[src/rtl/wsc_pkg.sv]
// Package for the wavetable sound channel: request kinds, control register
// numbers, volume codes and the period reload function.
// No dependencies.
`default_nettype none

package wsc_pkg;

    // Request kinds carried on req_type
    localparam logic [1:0] REQ_TICK    = 2'd0;
    localparam logic [1:0] REQ_LENGTH  = 2'd1;
    localparam logic [1:0] REQ_REG     = 2'd2;
    localparam logic [1:0] REQ_PATTERN = 2'd3;

    // Control register numbers
    localparam logic [2:0] REG_DAC     = 3'd0;
    localparam logic [2:0] REG_LENGTH  = 3'd1;
    localparam logic [2:0] REG_VOLUME  = 3'd2;
    localparam logic [2:0] REG_FREQ_LO = 3'd3;
    localparam logic [2:0] REG_CONTROL = 3'd4;

    // Volume codes
    localparam logic [1:0] VOL_MUTE    = 2'd0;
    localparam logic [1:0] VOL_FULL    = 2'd1;
    localparam logic [1:0] VOL_HALF    = 2'd2;
    localparam logic [1:0] VOL_QUARTER = 2'd3;

    localparam int PATTERN_BYTES = 16;
    localparam logic [12:0] PERIOD_MAX = 13'd4096;

    typedef logic [7:0] t_pattern_byte;

    // Reload value 2*(2048-freq): 2 .. 4096
    function automatic logic [12:0] period_reload(input logic [10:0] freq);
        logic [11:0] diff;
        diff = 12'd2048 - {1'b0, freq};
        return {diff, 1'b0};
    endfunction

endpackage

`default_nettype wire

[src/rtl/wavetable_sound_channel.sv]
// Wavetable sound channel top level: control registers, 16-byte pattern RAM
// and the two-stage request pipeline. Depends on wsc_pkg.
`default_nettype none

// A 4-bit wavetable voice. Every input beat is a sample tick, a length clock,
// a control register write or a pattern RAM byte write, and every input beat
// yields exactly one output beat carrying the current signed 16-bit output and
// the channel enable flag. The block takes one beat per cycle while the output
// side is not stalled. Stage 0 updates the control registers and issues the
// pattern RAM read at the accepting edge; stage 1 then picks the nibble, scales
// it and loads the output register. The synchronous pattern RAM read in stage 0
// is why the nibble pick and scaling sit in stage 1. A result waiting on the
// output does not stop the next beat: stage 1 holds one more beat before the
// input side stalls.
// Pattern RAM contents are undefined until written; no clearing pass is run.
module wavetable_sound_channel (
    input  wire         i_clk,
    input  wire         i_rst_n,
    input  wire         i_in_valid,
    output logic        o_in_ready,
    input  wire  [1:0]  i_req_type,
    input  wire  [2:0]  i_reg_select,
    input  wire  [3:0]  i_pattern_addr,
    input  wire  [7:0]  i_write_data,
    output logic        o_out_valid,
    input  wire         i_out_ready,
    output logic signed [15:0] o_audio_out,
    output logic        o_channel_active
);

    // ------------------------------------------------------------------
    // Channel state
    // ------------------------------------------------------------------
    logic        r_dac_on,        n_dac_on;
    logic [8:0]  r_length_reload, n_length_reload;
    logic [1:0]  r_volume_code,   n_volume_code;
    logic [10:0] r_freq_value,    n_freq_value;
    logic        r_length_enable, n_length_enable;
    logic        r_chan_enabled,  n_chan_enabled;
    logic [8:0]  r_length_left,   n_length_left;
    logic [12:0] r_period_left,   n_period_left;
    logic [4:0]  r_wave_position, n_wave_position;
    logic        s0_wrap;
    logic        s0_mute;

    // Pattern RAM: 16 bytes, high nibble is the even sample
    wsc_pkg::t_pattern_byte r_pattern_ram [0:wsc_pkg::PATTERN_BYTES-1];
    wsc_pkg::t_pattern_byte r_rdata;

    // Stage 1 registers
    logic        r_s1_valid;
    logic        r_s1_tick;
    logic        r_s1_wrap;
    logic        r_s1_mute;
    logic        r_s1_nib_lo;
    logic [1:0]  r_s1_volume;
    logic        r_s1_active;

    // State owned by stage 1
    logic [3:0]         r_current_sample;
    logic signed [15:0] r_out_value;

    // Output register
    logic               r_out_valid;
    logic signed [15:0] r_audio_out;
    logic               r_channel_active;

    logic in_fire;
    logic s1_advance;
    logic s1_move;

    // Output register frees when empty or being taken; stage 1 frees when
    // empty or moving into the output register.
    assign s1_advance = !r_out_valid || i_out_ready;
    assign o_in_ready = !r_s1_valid || s1_advance;
    assign in_fire    = i_in_valid && o_in_ready;
    assign s1_move    = r_s1_valid && s1_advance;

    // ------------------------------------------------------------------
    // Stage 0: request decode and control register update
    // ------------------------------------------------------------------
    always_comb begin
        n_dac_on        = r_dac_on;
        n_length_reload = r_length_reload;
        n_volume_code   = r_volume_code;
        n_freq_value    = r_freq_value;
        n_length_enable = r_length_enable;
        n_chan_enabled  = r_chan_enabled;
        n_length_left   = r_length_left;
        n_period_left   = r_period_left;
        n_wave_position = r_wave_position;
        s0_wrap         = 1'b0;
        case (i_req_type)
            wsc_pkg::REQ_TICK: begin
                // Count down; an idle counter (zero) stays put
                if (r_period_left != 13'd0) begin
                    if (r_period_left == 13'd1) begin
                        n_period_left   = wsc_pkg::period_reload(r_freq_value);
                        n_wave_position = r_wave_position + 5'd1;
                        s0_wrap         = 1'b1;
                    end else begin
                        n_period_left = r_period_left - 13'd1;
                    end
                end
            end
            wsc_pkg::REQ_LENGTH: begin
                if (r_length_enable && r_length_left != 9'd0) begin
                    n_length_left = r_length_left - 9'd1;
                end
            end
            wsc_pkg::REQ_REG: begin
                case (i_reg_select)
                    wsc_pkg::REG_DAC: begin
                        n_dac_on = i_write_data[7];
                        if (!i_write_data[7]) begin
                            n_chan_enabled = 1'b0;
                        end
                    end
                    wsc_pkg::REG_LENGTH: begin
                        n_length_reload = 9'd256 - {1'b0, i_write_data};
                        n_length_left   = 9'd256 - {1'b0, i_write_data};
                    end
                    wsc_pkg::REG_VOLUME: begin
                        n_volume_code = i_write_data[6:5];
                    end
                    wsc_pkg::REG_FREQ_LO: begin
                        n_freq_value = {r_freq_value[10:8], i_write_data};
                    end
                    wsc_pkg::REG_CONTROL: begin
                        n_length_enable = i_write_data[6];
                        n_freq_value    = {i_write_data[2:0], r_freq_value[7:0]};
                        // Trigger only takes hold with the DAC on
                        if (i_write_data[7] && r_dac_on) begin
                            n_chan_enabled  = 1'b1;
                            n_wave_position = 5'd0;
                            n_length_left   = r_length_reload;
                        end
                    end
                    default: begin
                    end
                endcase
                // Any register write, even to an unused number, reloads the period
                n_period_left = wsc_pkg::period_reload(n_freq_value);
            end
            default: begin
                // Pattern write: handled by the RAM block
            end
        endcase
    end

    // Mute when disabled or when an enabled length counter has run out
    assign s0_mute = !n_chan_enabled || (n_length_enable && n_length_left == 9'd0);

    always_ff @(posedge i_clk) begin
        if (!i_rst_n) begin
            r_dac_on        <= 1'b0;
            r_length_reload <= 9'd0;
            r_volume_code   <= 2'd0;
            r_freq_value    <= 11'd0;
            r_length_enable <= 1'b0;
            r_chan_enabled  <= 1'b0;
            r_length_left   <= 9'd0;
            r_period_left   <= 13'd0;
            r_wave_position <= 5'd0;
        end else if (in_fire) begin
            r_dac_on        <= n_dac_on;
            r_length_reload <= n_length_reload;
            r_volume_code   <= n_volume_code;
            r_freq_value    <= n_freq_value;
            r_length_enable <= n_length_enable;
            r_chan_enabled  <= n_chan_enabled;
            r_length_left   <= n_length_left;
            r_period_left   <= n_period_left;
            r_wave_position <= n_wave_position;
        end
    end

    // Pattern RAM: write a byte on a pattern beat, read the byte holding the
    // new position on every accepted beat. A pattern beat reads the old
    // contents at its own edge, but only ticks use the read data, and a tick
    // always comes at a later edge than any write before it.
    always_ff @(posedge i_clk) begin
        if (in_fire) begin
            if (i_req_type == wsc_pkg::REQ_PATTERN) begin
                r_pattern_ram[i_pattern_addr] <= i_write_data;
            end
            r_rdata <= r_pattern_ram[n_wave_position[4:1]];
        end
    end

    // Stage 1 control and snapshot
    always_ff @(posedge i_clk) begin
        if (!i_rst_n) begin
            r_s1_valid <= 1'b0;
        end else if (o_in_ready) begin
            r_s1_valid <= in_fire;
        end
    end

    always_ff @(posedge i_clk) begin
        if (in_fire) begin
            r_s1_tick   <= (i_req_type == wsc_pkg::REQ_TICK);
            r_s1_wrap   <= s0_wrap;
            r_s1_mute   <= s0_mute;
            r_s1_nib_lo <= n_wave_position[0];
            r_s1_volume <= n_volume_code;
            r_s1_active <= n_chan_enabled;
        end
    end

    // ------------------------------------------------------------------
    // Stage 1: sample select and volume scaling
    // ------------------------------------------------------------------
    logic [3:0]         s1_sample;
    logic [3:0]         s1_eff;
    logic signed [16:0] s1_full;
    logic signed [16:0] s1_scaled;
    logic signed [15:0] s1_audio;

    always_comb begin
        if (r_s1_wrap) begin
            s1_sample = r_s1_nib_lo ? r_rdata[3:0] : r_rdata[7:4];
        end else begin
            s1_sample = r_current_sample;
        end
        s1_eff = r_s1_mute ? 4'd0 : s1_sample;
        // sample*4369 - 32768 equals the nibble repeated four times with
        // the top bit flipped
        s1_full = {{2{~s1_eff[3]}}, s1_eff[2:0], s1_eff, s1_eff, s1_eff};
        // Shift right with rounding toward zero
        case (r_s1_volume)
            wsc_pkg::VOL_MUTE:    s1_scaled = 17'sd0;
            wsc_pkg::VOL_FULL:    s1_scaled = s1_full;
            wsc_pkg::VOL_HALF:
                s1_scaled = (s1_full + (s1_full[16] ? 17'sd1 : 17'sd0)) >>> 1;
            wsc_pkg::VOL_QUARTER:
                s1_scaled = (s1_full + (s1_full[16] ? 17'sd3 : 17'sd0)) >>> 2;
            default:              s1_scaled = 17'sd0;
        endcase
        s1_audio = r_s1_tick ? s1_scaled[15:0] : r_out_value;
    end

    always_ff @(posedge i_clk) begin
        if (!i_rst_n) begin
            r_current_sample <= 4'd0;
            r_out_value      <= 16'sd0;
        end else if (s1_move && r_s1_tick) begin
            r_current_sample <= s1_sample;
            r_out_value      <= s1_scaled[15:0];
        end
    end

    // Output register
    always_ff @(posedge i_clk) begin
        if (!i_rst_n) begin
            r_out_valid <= 1'b0;
        end else if (s1_move) begin
            r_out_valid <= 1'b1;
        end else if (i_out_ready) begin
            r_out_valid <= 1'b0;
        end
    end

    always_ff @(posedge i_clk) begin
        if (s1_move) begin
            r_audio_out      <= s1_audio;
            r_channel_active <= r_s1_active;
        end
    end

    assign o_out_valid      = r_out_valid;
    assign o_audio_out      = r_audio_out;
    assign o_channel_active = r_channel_active;

    // ------------------------------------------------------------------
    // Assertions
    // ------------------------------------------------------------------
    a_enable_needs_dac: assert property (@(posedge i_clk) disable iff (!i_rst_n)
        r_chan_enabled |-> r_dac_on)
        else $error("channel enabled while DAC is off");

    a_period_range: assert property (@(posedge i_clk) disable iff (!i_rst_n)
        r_period_left <= wsc_pkg::PERIOD_MAX)
        else $error("period counter out of range");

    a_s1_hold: assert property (@(posedge i_clk) disable iff (!i_rst_n)
        (r_s1_valid && !s1_advance) |=> (r_s1_valid && $stable(r_rdata)))
        else $error("stalled stage 1 lost its pattern data");

endmodule

`default_nettype wire

[config.mk]
export PLATFORM = sky130hd
export DESIGN_NAME = wavetable_sound_channel
export DESIGN_NICKNAME = d
export VERILOG_FILES = /design/src/rtl/wsc_pkg.sv /design/src/rtl/wavetable_sound_channel.sv
export SDC_FILE = /design/constraint.sdc
export NUM_CORES = 1
export LEC_CHECK = 0
export ABC_CLOCK_PERIOD_IN_PS = 3550
export CAP_MARGIN = 10
export CORE_MARGIN = 2
export CORE_UTILIZATION = 58
export CTS_CLUSTER_SIZE = 25
export DETAILED_ROUTE_END_ITERATION = 8
export DONT_BUFFER_PORTS = 1
export PLACE_DENSITY = 0.76
export SLEW_MARGIN = 0
export SYNTH_ARGS = -nofsm -noshare
export SYNTH_HDL_FRONTEND = slang
export SYNTH_SLANG_ARGS = --single-unit
[constraint.sdc]
create_clock -name i_clk -period 3.55 [get_ports i_clk]
set_input_delay 1.065 -clock i_clk [delete_from_list [all_inputs] [get_ports i_clk]]
set_output_delay 1.065 -clock i_clk [all_outputs]
set_load 0.03 [all_outputs]
# Yosys cells after proc, flatten, opt, wreduce, memory -nomap -nowiden
# Memories as Yosys holds them, arrays and structs flattened. A register that Yosys moved wholly into a read port is not among the register bits.
# Index checks and enable logic that the tools add are counted.
# word_totals
regBits	98
ram_bits	128
input_bits	21
output_inout_bits	19
word_cells	103
n_memories	1
# mem_list
memory	words	word_bits	read_ports	rd_clocked_by_memory_dff	write_ports	line	source
r_pattern_ram	16	8	1	1	1	wavetable_sound_channel.sv:47	wsc_pkg::t_pattern_byte r_pattern_ram [0:wsc_pkg::PATTERN_BYTES-1];
# classes
n_addsub	8
n_eq_ne	12
muxes	35
bitwise	1
reduce_logical	25
# ops
cell	n
$pmux 16 s4	1
$pmux 9 s2	2
$mux 13	2
$pmux 13 s2	1
$sub 12x11->12 const A	2
$pmux 11 s2	1
$mux 5	4
$mux 9	2
$add 16x2->17	1
$add 16x3->17	1
$mux 16	1
$eq 13x1->1 const B	1
$reduce_bool 13->1	1
$sub 13x1->13 const B	1
$mux 1	12
$mux 4	3
$mux 11	1
$pmux 5 s2	1
$logic_not 9->1	1
$reduce_and 3->1	3
$reduce_bool 9->1	1
$sub 9x1->9 const B	1
$sub 9x8->9 const A	1
$eq 2x2->1 const B	4
16 further kinds	32

# Longest topological paths before layout
# logic_depth
word_depth	7
depth_mapped	12
ltp_nobuf	10

# Worst setup path after synthesis
# No wires, ideal clock.
# synth_timing
kind	in2reg
from	in i_req_type[0]
to	reg r_rdata[0], read port of r_pattern_ram, data pin
setup_time_ps	272
arrival_time_ps	3408
required_ps	3278
path_slack_ps	-130
cell_stages	11
path_buffers	3
cell_sequence	inv_1 ha_1 nor2b_1 a311oi_1 clkbuf_1 nor2_1 buf_2 buf_1 a221oi_1 a211oi_1 or4_1
# synth_between
elab_chain_len	2
elab_cells_between_ends	3
cone_classes	eq/ne (1); mux (1); reduce/logical (1)
# synth_rtl
item	line	source
start, declared	wavetable_sound_channel.sv:21	input wire [1:0] i_req_type,
$eq 2x2->1 / $logic_not 2->1 (equally long branches)	wavetable_sound_channel.sv:93	case (i_req_type)
$pmux 5 s2 *	wavetable_sound_channel.sv:93	
end, declared	wavetable_sound_channel.sv:48	wsc_pkg::t_pattern_byte r_rdata;
# Mark *: on every way between the ends. The rest lies on a longest branch, timed or not.
# A chain may end at the register's enable or synchronous reset.

# Final worst setup path
# layout_timing
from	reg r_period_left[0]
to	reg r_rdata[4], read port of r_pattern_ram, data pin
# layout_between
elab_chain_len	4
elab_cells_between_ends	5
cone_classes	eq/ne (1); mux (3); reduce/logical (1)
# layout_rtl
item	line	source
start, declared	wavetable_sound_channel.sv:41	logic [12:0] r_period_left, n_period_left;
start signal, assigned	wavetable_sound_channel.sv:173	r_period_left <= n_period_left;
$eq 13x1->1	wavetable_sound_channel.sv:97	if (r_period_left == 13'd1) begin
$mux 5	wavetable_sound_channel.sv:97	
$mux 5 *	wavetable_sound_channel.sv:96	if (r_period_left != 13'd0) begin
$pmux 5 s2 *	wavetable_sound_channel.sv:93	
# Marks and branches as above.

==> impl_metrics.py <==
metrics = {
    "status": {
        "status": "completed",
    },
    "die": {
        "die_x_microns": 147.9,
        "ioPinCount": 40,
        "initial_core_util_pct": 59.15,
        "core_area_sq_um": 20300,
        "die_area_sq_um": 21870,
        "die_height_microns": 147.9,
        "rows": 52,
    },
    "global_routing": {
        "grt_start_max_net_pins": 41,
        "grt_usage_pct": 30.57,
        "grt_pass1_vias": 9447,
        "overflow": 0,
        "grt_pass1_wl_microns": 52360,
        "antenna_found_initial": 1,
    },
    "sta": {
        "slew_headroom_pct": 45.72,
        "worst_slew_pin_slew_ns": 0.8159,
        "hold_violations": 0,
        "final.min_clock_period_ns": 3.441,
        "tns_ns": 0,
        "fmax_mhz": 290.7,
        "period_share_pct": 96.92,
        "finalClockSkew_ns": 0.03434,
        "worst_slack_ns": 0.1095,
        "setup_viol": 0,
        "slew_violations": 0,
    },
    "power_and_ir_drop": {
        "peakVddDrop_v": 0.0004209,
        "power_density_nw_per_um2": 443.5,
        "p_leak_nw": 4.876,
        "total_power_mw": 6.054,
    },
    "clock_tree": {
        "cts_buffer_depth": 3,
        "clk_latency_ns": 0.54,
        "cts_tree": "yes",
        "cts_root_buffer": "clkbuf_16",
        "clock-sinks": 226,
        "postCtsHoldBufs": 0,
        "clk_pin_slew_ns": 0.07,
        "cts_max_level": 1,
        "cts_buffers": 24,
    },
    "detailed_routing": {
        "via_per_inst": 6.743,
        "ant_nets": 0,
        "first_pass_iters": 5,
        "routedWlPerCell_microns": 22.20,
        "drt_iter0_drc": 1445,
        "route.detailed.drc": 0,
        "wirelength_microns": 33640,
        "num_vias": 10220,
    },
    "synth": {
        "synthArstFlopShare_pct": 0,
        "synthCells": 1192,
        "syn-num-nets": 1228,
        "synth-compound-area-share_pct": 19.10,
        "synth_cell_types": 78,
        "synth-seq-area-share_pct": 50.68,
        "syn_area_sq_um": 12010,
        "synth_adder_area_share_pct": 1.563,
        "synth_most_common_cell": "edfxtp_1",
        "synth_simple_gate_area_share_pct": 16.85,
        "synthFlopType": "edfxtp_1",
        "synth-seq-cells": 226,
        "yosysTopAreaCell": "edfxtp_1",
        "synth_edf_count": 156,
        "ys_warn_count": 0,
        "synth_top_area_share_pct": 39.01,
        "synth-xor-area-share_pct": 2.699,
        "synth_area_per_cell_sq_um": 10.07,
        "synth_top_cells_by_count": "156 x edfxtp_1, 112 x nor2_1, 86 x nand2_1",
        "synth_area_leaders": "edfxtp_1 39%, dfxtp_1 12%, nor2_1 3.5%",
        "synthMuxAreaShare_pct": 4.460,
        "synth_top_family_by_area": "compound AO/OA/AOI/OAI gates",
    },
    "cells_and_area": {
        "drive_gt1_share_pct": 14.31,
        "finalNetCount": 1262,
        "fin_cells": 1515,
        "final_cell_area_sq_um": 13650,
        "area_growth_pct": 13.69,
    },
    "place": {
        "port_buffers": 0,
        "place.gp.congestion": 1.002,
        "place_inst": 1465,
        "dpl_worst_slack_ns": -0.1557,
        "dpl-instance-area_sq_um": 12780,
        "dp_hpwl_microns": 22560,
    },
    "critical_path": {
        "worstPathMaxFanout": 25,
        "cp.required_ns": 3.83,
        "critPathKind": "reg -> reg",
        "worstPathArrival_ns": 3.72,
        "start_kind": "flip-flop",
        "cp-end-kind": "flip-flop",
    },
    "job": {
        "max_cap_viol_count": 0,
    },
    "min_path": {
        "hp-class": "reg -> reg",
    },
}
## sequential cells by signal, indices dropped and copies added, names as in the netlist, 2 cells and up
register	flops
o_audio_out	12
r_current_sample	4
r_freq_value	11
r_length_left	9
r_length_reload	9
r_out_value	12
r_pattern_ram	128
r_period_left	13
r_rdata	8
r_s1_volume	2
r_volume_code	2
r_wave_position	5
## final timing paths
path,from,end,slack (ns),cells past startpoint
worst max-delay path,r_period_left[0],r_rdata[4],0.11,13
worst min-delay path,r_s1_active,o_channel_active,0.42,0
worst max register to register,r_period_left[0],r_rdata[4],0.11,13
worst min register to register,r_s1_active,o_channel_active,0.42,0
## kinds of logic (layout without fill, tap and decap cells)
logic type,Yosys count,in the layout
AND/OR/NAND/NOR,397,397
buffers and inverters,139,191
multiplexers,52,52
flip-flops,226,226
adder cells (fa/ha/maj),15,15
XOR/XNOR,37,37
AO/OA/AOI/OAI,326,326
other,0,1
## cell type report
cell class	instances	area, sq um
Fill cell	1560	6648
Sequential cell	226	6086
Multi-Input combinational cell	827	5400
Timing Repair Buffer	98	837.1
Clock buffer	27	611.8
Tap cell	270	337.8
Clock inverter	17	192.7
Inverter	49	183.9
Antenna cell	1	2.502
## per-layer routing
metal | vias to the layer above | track usage (%) | wire length (microns)
li1 | 4602 | - | -
met1 | 4930 | 42.55 | 13660
met2 | 601 | 48.58 | 15480
met3 | 83 | 5.123 | 3321
met4 | 0 | 11.33 | 1170
met5 | - | 0 | 0
## timing repair
action                                  in CTS  in global routing
resized for setup                            1                  5
buffers inserted                             0                  5
endpoints found under the setup margin       6                  8
pin swaps                                    0                  2
cloned                                       0                  1
endpoints found under the hold margin        0                  0
## worst max-delay path: stages, from the launching register on
cell      delay (ns)
dfxtp_1         0.36
inv_1           0.09
ha_1            0.24
or4b_1          0.50
buf_4           0.19
nor4_4          0.16
buf_4           0.19
and2_1          0.21
a22oi_2         0.09
buf_12          0.18
a211oi_1        0.26
buf_4           0.18
a311oi_1        0.05
or4_1           0.50
## where the power goes
group | switching, mW | internal (mW)
logic | 0.329 | 0.229
registers | 0.0723 | 2.87
clock network | 1.07 | 1.48
## layout by cell type (no fill, tap or decap), types with 9 or more instances in the layout
cell         n
a211oi_1    40
a21oi_1     67
a221oi_1    20
a22o_1       9
a22oi_1     41
a311oi_1    11
and2_1      14
and3_1      13
buf_4       88
clkbuf_16   24
dfxtp_1     70
edfxtp_1   156
ha_1        15
inv_1       45
mux2_2      12
mux2i_1     40
nand2_1     85
nand2b_1    10
nand3_1     44
nand4_1     10
nor2_1     111
nor3_1      29
nor4_1      13
o211ai_1    11
o21ai_0     39
or4_1       16
xnor2_1     25
xor2_1      12
## per-stage QoR
| step | util [%] | hold slack, ns |
|---|---|---|
| floorplan | - | 0.4003 |
| global placement | 62.94 | 0.4043 |
| detailed placement | 62.94 | 0.4056 |
| CTS | 66.89 | 0.4259 |
| global route | 67.24 | 0.4378 |
| finish | 67.25 | 0.4243 |
Note: power is estimated with default switching activity, not from simulation.
